**src/hw/rtl/ece_pkg.sv**
```systemverilog
// Shared types, constants and register codes for the easing curve evaluator.
`default_nettype none

package ece_pkg;

    localparam int unsigned FRAC_BITS_DEF = 16;
    localparam int unsigned DATA_W        = 32;
    localparam int unsigned MODE_W        = 3;
    localparam int unsigned CFG_IDX_W     = 1;

    typedef enum logic [MODE_W-1:0] {
        MODE_HOLD        = 3'd0,
        MODE_LINEAR      = 3'd1,
        MODE_EASE_IN     = 3'd2,
        MODE_EASE_OUT    = 3'd3,
        MODE_EASE_IN_OUT = 3'd4
    } t_mode;

    typedef enum logic [CFG_IDX_W-1:0] {
        CFG_CURVE_MODE = 1'd0,
        CFG_DURATION   = 1'd1
    } t_cfg_reg;

    typedef struct packed {
        t_mode              curve_mode;
        logic [DATA_W-1:0]  duration;
    } t_cfg;

    // Per-item operands that ride alongside the quotient.
    typedef struct packed {
        logic signed [DATA_W-1:0] start_value;
        logic signed [DATA_W-1:0] change_value;
        logic                     first_half;
    } t_side;

    typedef struct packed {
        logic signed [DATA_W-1:0] eased_value;
        logic                     saturated;
    } t_result;

endpackage

`default_nettype wire

```
**src/hw/rtl/ece_curve.sv**
```systemverilog
// Curve shaping: clamp normalized time, square it in parts, form the curve factor.
`default_nettype none

module ece_curve #(
    parameter int unsigned FRAC_BITS = ece_pkg::FRAC_BITS_DEF
) (
    input  wire logic                                i_clk,
    input  wire logic                                i_rst_n,
    input  wire logic                                i_en,
    input  wire ece_pkg::t_mode                      i_mode,
    input  wire logic                                i_valid,
    input  wire logic [ece_pkg::DATA_W+FRAC_BITS-1:0] i_quotient,
    input  wire ece_pkg::t_side                      i_side,
    output logic                                     o_valid,
    output logic signed [2*FRAC_BITS+36:0]           o_k,
    output ece_pkg::t_side                           o_side
);

    localparam int unsigned QW  = ece_pkg::DATA_W + FRAC_BITS;
    localparam int unsigned UW  = FRAC_BITS + 18;
    localparam int unsigned HW  = (UW + 1) / 2;
    localparam int unsigned TW  = UW - HW;
    localparam int unsigned SQW = 2 * UW;
    localparam int unsigned KW  = 2 * FRAC_BITS + 37;
    localparam logic [QW-1:0]         CAP_U   = QW'(1) << (FRAC_BITS + 17);
    localparam logic signed [KW-1:0]  ONE_SQ  = KW'(1) << (2 * FRAC_BITS);

    // stage A: clamp
    logic                 r_a_v;
    logic [QW-1:0]        r_a_u;
    logic [UW-1:0]        r_a_uc;
    ece_pkg::t_side       r_a_side;
    // stage B: partial squares
    logic                 r_b_v;
    logic [QW-1:0]        r_b_u;
    logic [UW-1:0]        r_b_uc;
    logic [2*HW-1:0]      r_b_pll;
    logic [UW-1:0]        r_b_plh;
    logic [2*TW-1:0]      r_b_phh;
    ece_pkg::t_side       r_b_side;
    // stage C: square
    logic                 r_c_v;
    logic [QW-1:0]        r_c_u;
    logic [UW-1:0]        r_c_uc;
    logic [SQW-1:0]       r_c_sq;
    ece_pkg::t_side       r_c_side;
    // stage D: curve factor
    logic                 r_d_v;
    logic signed [KW-1:0] r_d_k;
    ece_pkg::t_side       r_d_side;

    logic [UW-1:0]        n_uc;
    logic [HW-1:0]        ul;
    logic [TW-1:0]        uh;
    logic [SQW-1:0]       n_sq;
    logic signed [KW-1:0] sq_s;
    logic signed [KW-1:0] u_s;
    logic signed [KW-1:0] uc_s;
    logic signed [KW-1:0] n_k;

    always_comb begin
        n_uc = (i_quotient > CAP_U) ? CAP_U[UW-1:0] : i_quotient[UW-1:0];
        ul   = r_a_uc[HW-1:0];
        uh   = r_a_uc[UW-1:HW];
        n_sq = (SQW'(r_b_phh) << (2 * HW)) + (SQW'(r_b_plh) << (HW + 1)) + SQW'(r_b_pll);
    end

    always_comb begin
        sq_s = $signed(KW'(r_c_sq));
        u_s  = $signed(KW'(r_c_u));
        uc_s = $signed(KW'(r_c_uc));
        case (i_mode)
            ece_pkg::MODE_LINEAR:   n_k = u_s <<< FRAC_BITS;
            ece_pkg::MODE_EASE_IN:  n_k = sq_s;
            ece_pkg::MODE_EASE_OUT: n_k = (uc_s <<< (FRAC_BITS + 1)) - sq_s;
            ece_pkg::MODE_EASE_IN_OUT: begin
                if (r_c_side.first_half) begin
                    n_k = sq_s <<< 1;
                end else begin
                    n_k = (uc_s <<< (FRAC_BITS + 2)) - (sq_s <<< 1) - ONE_SQ;
                end
            end
            default:                n_k = '0;
        endcase
    end

    always_ff @(posedge i_clk) begin
        if (!i_rst_n) begin
            r_a_v <= 1'b0;
            r_b_v <= 1'b0;
            r_c_v <= 1'b0;
            r_d_v <= 1'b0;
        end else if (i_en) begin
            r_a_v <= i_valid;
            r_b_v <= r_a_v;
            r_c_v <= r_b_v;
            r_d_v <= r_c_v;
        end
    end

    always_ff @(posedge i_clk) begin
        if (i_en) begin
            r_a_u    <= i_quotient;
            r_a_uc   <= n_uc;
            r_a_side <= i_side;

            r_b_u    <= r_a_u;
            r_b_uc   <= r_a_uc;
            r_b_pll  <= (2*HW)'(ul) * (2*HW)'(ul);
            r_b_plh  <= UW'(uh) * UW'(ul);
            r_b_phh  <= (2*TW)'(uh) * (2*TW)'(uh);
            r_b_side <= r_a_side;

            r_c_u    <= r_b_u;
            r_c_uc   <= r_b_uc;
            r_c_sq   <= n_sq;
            r_c_side <= r_b_side;

            r_d_k    <= n_k;
            r_d_side <= r_c_side;
        end
    end

    assign o_valid = r_d_v;
    assign o_k     = r_d_k;
    assign o_side  = r_d_side;

endmodule

`default_nettype wire

```
**config.mk**
```make
export PLATFORM = sky130hd
export DESIGN_NAME = ece_curve
export DESIGN_NICKNAME = d
export VERILOG_FILES = /design/src/hw/rtl/ece_pkg.sv /design/src/hw/rtl/ece_curve.sv
export SDC_FILE = /design/constraint.sdc
export NUM_CORES = 2
export LEC_CHECK = 0
export BUFFER_PORTS_ARGS = -buffer_cell sky130_fd_sc_hd__buf_2
export CORE_MARGIN = 10
export CORE_UTILIZATION = 55
export DETAILED_ROUTE_END_ITERATION = 10
export PLACE_DENSITY = 0.83
export SYNTH_ARGS = -nofsm -noshare
export SYNTH_HDL_FRONTEND = slang
export SYNTH_SLANG_ARGS = --single-unit
```
**constraint.sdc**
```tcl
create_clock -name i_clk -period 8 [get_ports i_clk]
set_clock_uncertainty 0.05 [all_clocks]
set_input_delay 0.4 -clock i_clk [delete_from_list [all_inputs] [get_ports i_clk]]
set_output_delay 0.4 -clock i_clk [all_outputs]
set_load 0.05 [all_outputs]
```
==> results of run 1 <==
[cells in the mapped netlist (all sizes together) (28+ instances only)]
master / number
inv: 1048
edfxtp: 739
fa: 621
ha: 478
nand2: 462
and2: 283
a21oi: 226
xnor2: 203
nor2: 198
clkbuf: 174
o21ai: 142
a21o: 79
xor2: 64
nand3: 45
o21bai: 43
nor2b: 37
nor3: 34
a222oi: 32
nand4: 29
nor4: 28
[routing by layer]
layer / global-route usage (%)
met3: 4.26
met4: 9.55
met5: 0
met1: 31.5
met2: 40.5
[repair_timing]
action | in CTS | in global routing
endpoints found under the setup margin | 0 | 0
hold endpoints to repair | 107 | 0
hold buffers | 105 | 0
resized for setup | 0 | 0
[through the flow]
| step | utilization (%) | setup WS (ns) | hold slack (ns) | instances | instance area [µm²] |
|---|---|---|---|---|---|
| 2_1_floorplan | - | 1.26 | 0.350 | 5322 | 58800 |
| 3_3_place_gp | 58.3 | 0.734 | 0.350 | 6849 | 61600 |
| 3_5_place_dp | 58.3 | 0.695 | 0.355 | 6849 | 61600 |
| 4_1_cts | 61.5 | 0.680 | 0.000624 | 7081 | 65100 |
| 5_1_grt | 61.5 | 0.245 | 0.00369 | 7081 | 65100 |
[logic make-up after synthesis]
family          after synthesis  synth area share [%]
compound gates              739                  8.33
xor+xnor                    267                  3.98
fa+ha+maj                  1099                  31.3
buf+inv                    1230                  7.86
flops                       743                  37.9
mux                          25                 0.439
simple gates               1219                  10.2
==> results by group, run 1 <==
Die
  – I/O pin cnt: 255
  – Die W: 347 µm
  – Cell Rows: 119
  – Die Ht: 347 µm
  – Starting Density: 55.6%

Synth
  – Main synth FF type: edfxtp_1
  – Synth area leaders: edfxtp_1, fa_1, ha_1
  – FFs w/ async S/R, synth: 0%
  – Syn Inst Count: 5,322
  – Area leader, netlist: edfxtp_1
  – Sequential share of the synthesized area: 37.9%
  – Synthesized area: 58,800 µm²
  – Share of the synthesized area in the top cell type: 37.8%
  – Post-synth EDFFs: 739
  – Syn_area_per_cell: 11.0 µm²
  – Synth unique cells: 88
  – Mapped Nets: 6,541
  – Yosys warns: 0
  – Yosys reg bits: 743

Global route
  – Pin count of the biggest net entering global routing: 195
  – Antenna violations before repair: 8
  – GRT overflow: 0
  – Number of global-route vias before repair: 41,900
  – First-pass GRT wire length: 232 mm
  – Total Routing Usage GR: 24.3%

Clocking
  – CTS Buf Count: 71
  – CTS sink count: 743
  – Max H-tree Level: 3
  – Clk root buf: clkbuf_16
  – Clock Path Buffers: 3
  – Post-CTS Setup Bufs: 0

Run status
  – Error: Error: net373 1 pin not visited #guides = 1008
  – Status: did not finish
  – Last stage reached: detailed routing

Place
  – Post-DP HPWL: 111 mm
  – RD Place Congestion: 0.925
  – Buffers on Ports: 254
==> run 2: changes to the inputs <==
--- a/config.mk
+++ b/config.mk
@@ -7,9 +7,9 @@
 export LEC_CHECK = 0
 export BUFFER_PORTS_ARGS = -buffer_cell sky130_fd_sc_hd__buf_2
 export CORE_MARGIN = 10
-export CORE_UTILIZATION = 55
+export CORE_UTILIZATION = 40
 export DETAILED_ROUTE_END_ITERATION = 10
-export PLACE_DENSITY = 0.83
+export PLACE_DENSITY_LB_ADDON = 0.15
 export SYNTH_ARGS = -nofsm -noshare
 export SYNTH_HDL_FRONTEND = slang
 export SYNTH_SLANG_ARGS = --single-unit
==> results by group, run 2 <==
Global route
  – Total Routing Usage GR: 18.7% (-5.6 points)
  – First-pass GRT wire length: 238 mm (+2.7%)
  – Antenna violations before repair: 11 (+3)
  – Number of global-route vias before repair: 40,000 (-4.5%)
  – GRT overflow: 0 (unchanged)
  – Pin count of the biggest net entering global routing: 201 (+3.1%)

Worst setup path
  – Arrival time worst endpoint: 7.83 ns
  – Crit-path slowest cell: edfxtp_1
  – Reg2reg setup slack: 0.55 ns
  – R2R Path Start: r_a_uc[6]
  – Critical path, cell by cell: buf_4 > and2_1 > fa_1 > inv_1 > fa_1 > fa_1 > inv_1 > fa_1 > fa_1 > inv_1 > fa_1 > inv_1 > ha_1 > a21oi_1 > o21ai_0 > and2_1 > a311o_1 > o21ai_1 > o21ai_0 > o2111a_1 > o31ai_1 > nand2b_1 > a21oi_1 > xnor2_1
  – Kind of critical path: reg -> reg
  – Startpoint types: flip-flop
  – Worst Setup End Kind: flip-flop
  – CP dominant cell by count: fa_1
  – Reg-to-Reg End: r_b_plh[30]
  – Max stage delay on crit path: 0.63 ns
  – Worst Path Max Fanout: 23
  – Cell count of the worst reg-to-reg path: 24
  – Worst Path Required: 8.37 ns

Min path
  – WHS Endpoint: r_a_u[24]
  – Hold crit path type: in -> reg
  – Worst hold start: i_quotient[24]
  – Worst hold path depth: 1

Synth
  – Sequential share of the synthesized area: 37.9% (unchanged)
  – FFs w/ async S/R, synth: 0% (unchanged)
  – Yosys reg bits: 743 (unchanged)
  – Synth unique cells: 88 (unchanged)
  – Syn_area_per_cell: 11.0 µm² (unchanged)
  – Yosys warns: 0 (unchanged)
  – Syn Inst Count: 5,322 (unchanged)
  – Synth area leaders: edfxtp_1, fa_1, ha_1
  – Top-count cell post-synth: inv_1
  – Synthesized area: 58,800 µm² (unchanged)
  – Area leader, netlist: edfxtp_1
  – Most instantiated cells after synthesis: inv_1, edfxtp_1, fa_1
  – Post-synth EDFFs: 739 (unchanged)
  – Main synth FF type: edfxtp_1
  – Share of the synthesized area in the top cell type: 37.8% (unchanged)
  – Mapped Nets: 6,541 (unchanged)

Job
  – # Max-Cap Violations: 0

STA
  – Tightest Pin Transition: 1.08 ns
  – Crit share post-route: 93.2%
  – Rel. slew slack: 28.2%
  – Pins Over Slew Limit: 0
  – Final Hold Viols: 0
  – Setup_tns: 0 ns
  – Count of final setup violators: 0
  – RSZ-0062 raised after global routing: false
  – Fmax: 0.134 GHz
  – Minimum clock period: 7.45 ns

Final layout
  – Final net count: 6,878
  – Max reg flops: 69
  – Most frequent cells in the layout: inv_1, edfxtp_1, fa_1
  – Commonest non-fill, non-tap cell in the layout: inv_1
  – Layout fillers: 13,600
  – Area Growth Syn to Fin: 12.5%
  – Share of cells above drive strength 1: 8.52%
  – Final instance area: 66,100 µm²

Clocking
  – Clock Path Buffers: 3 (unchanged)
  – Max H-tree Level: 3 (unchanged)
  – CTS sink count: 743 (unchanged)
  – CTS tree: built
  – Post-CTS Setup Bufs: 0 (unchanged)
  – CTS Buf Count: 77 (+8.5%)
  – Clk slew on worst S/H paths: 0.06 ns
  – Later-pin clock latency in the skew report: 0.68 ns
  – Clk root buf: clkbuf_16

Detailed routing
  – Initial DRC Count: 2,600
  – DR WL/cell: 19.9 µm
  – Vias: 38,500
  – Antenna Nets Post-Route: 0
  – Avg Vias per Cell: 5.04
  – WL final: 152 mm
  – Post-route DRC: 0
  – TritonRoute pass-1 iters: 7

Run status
  – Status: finished, final reports clean

Die
  – Die Ht: 403 µm (+16%)
  – I/O pin cnt: 255 (unchanged)
  – Cell Rows: 140 (+18%)
  – Die W: 403 µm (+16%)
  – Full die area: 163,000 µm²
  – CORE AREA: 146,000 µm²
  – Starting Density: 40.3% (-15 points)

Pwr
  – Peak VDD IR: 0.820 mV
  – Leak: 0.0298 µW
  – Pwr Density: 461 nW/µm²

Place
  – Buffers on Ports: 254 (unchanged)
  – Post-DP HPWL: 119 mm (+7.8%)
  – RD Place Congestion: 0.877 (-5.2%)
  – Cell Area, Placed: 62,400 µm² (+1.2%)
run 2: cell type report:
| type | count | area, µm² | area share, % |
|---|---|---|---|
| Multi-Input combinational cell | 3349 | 31900 | 48.3 |
| Sequential cell | 743 | 22300 | 33.7 |
| Inverter | 1048 | 3930 | 5.95 |
| Timing Repair Buffer | 440 | 3020 | 4.57 |
| Tap cell | 1917 | 2400 | 3.63 |
| Clock buffer | 94 | 2010 | 3.04 |
| Clock inverter | 44 | 571 | 0.863 |
| Antenna cell | 3 | 7.51 | 0.0114 |
run 2: kinds of logic after synthesis:
kind of cell | synth area share, %
AOI/OAI and AO/OA | 8.33
xor gates and xnor gates | 3.98
adders and majority gates | 31.3
buffers and inverters | 7.86
DFF | 37.9
muxes | 0.439
and+or+nand+nor | 10.2
run 2: worst max path at each step:
stage               startpoint           to  slack, ns  depth (start not counted)
floorplan           r_a_uc[27]  r_b_plh[30]       1.26                         24
global placement     r_a_uc[6]  r_b_plh[30]       0.78                         24
detailed placement   r_a_uc[6]  r_b_plh[30]       0.61                         24
CTS                  r_a_uc[6]  r_b_plh[30]       0.63                         24
global route         r_a_uc[2]  r_b_plh[30]       0.15                         22
finish               r_a_uc[6]  r_b_plh[30]       0.55                         24
run 2: critical path: cells and delay by family, from the launching register on:
kind / cells / cell delay, ns
buffers and inverters: 5 / 0.57
xor gates and xnor gates: 1 / 0.09
adders and majority gates: 7 / 3.11
DFF: 1 / 0.63
AOI/OAI and AO/OA: 8 / 2.27
and+or+nand+nor: 3 / 0.48
run 2: through the flow:
stage	utilization (%)	total power [µW]	instances	hold WS [ns]	setup WS, ns
after CTS	45.3	30600	7635	0.00545	0.630
after detailed placement	42.8	26700	7385	0.355	0.612
after global routing	45.3	33600	7635	0.000529	0.149
final	45.3	30500	7638	0.0264	0.546
after global placement	42.8	26600	7385	0.350	0.781
after floorplan	-	20900	5322	0.350	1.26
run 2: metal layers:
metal / GRT usage [%] / up-vias / share of wire (%)
li1: - / 18200 / -
met1: 26.6 / 19200 / 47
met2: 30.1 / 941 / 46
met3: 2.03 / 177 / 4.7
met4: 5.65 / 4 / 2.6
met5: 0 / - / 0.018
run 2: what timing repair did:
action                                 4_1_cts  5_1_grt
hold buffers                               112        0
endpoints found under the hold margin      116        0
gates resized for setup                      0        0
run 2: power by group:
group          leakage, µW  switching (µW)  internal [µW]
logic               0.0213           12300           8080
registers          0.00729             512           5880
clock network      0.00124            1580           2110
No activity file was read; power rests on OpenSTA's default activity.
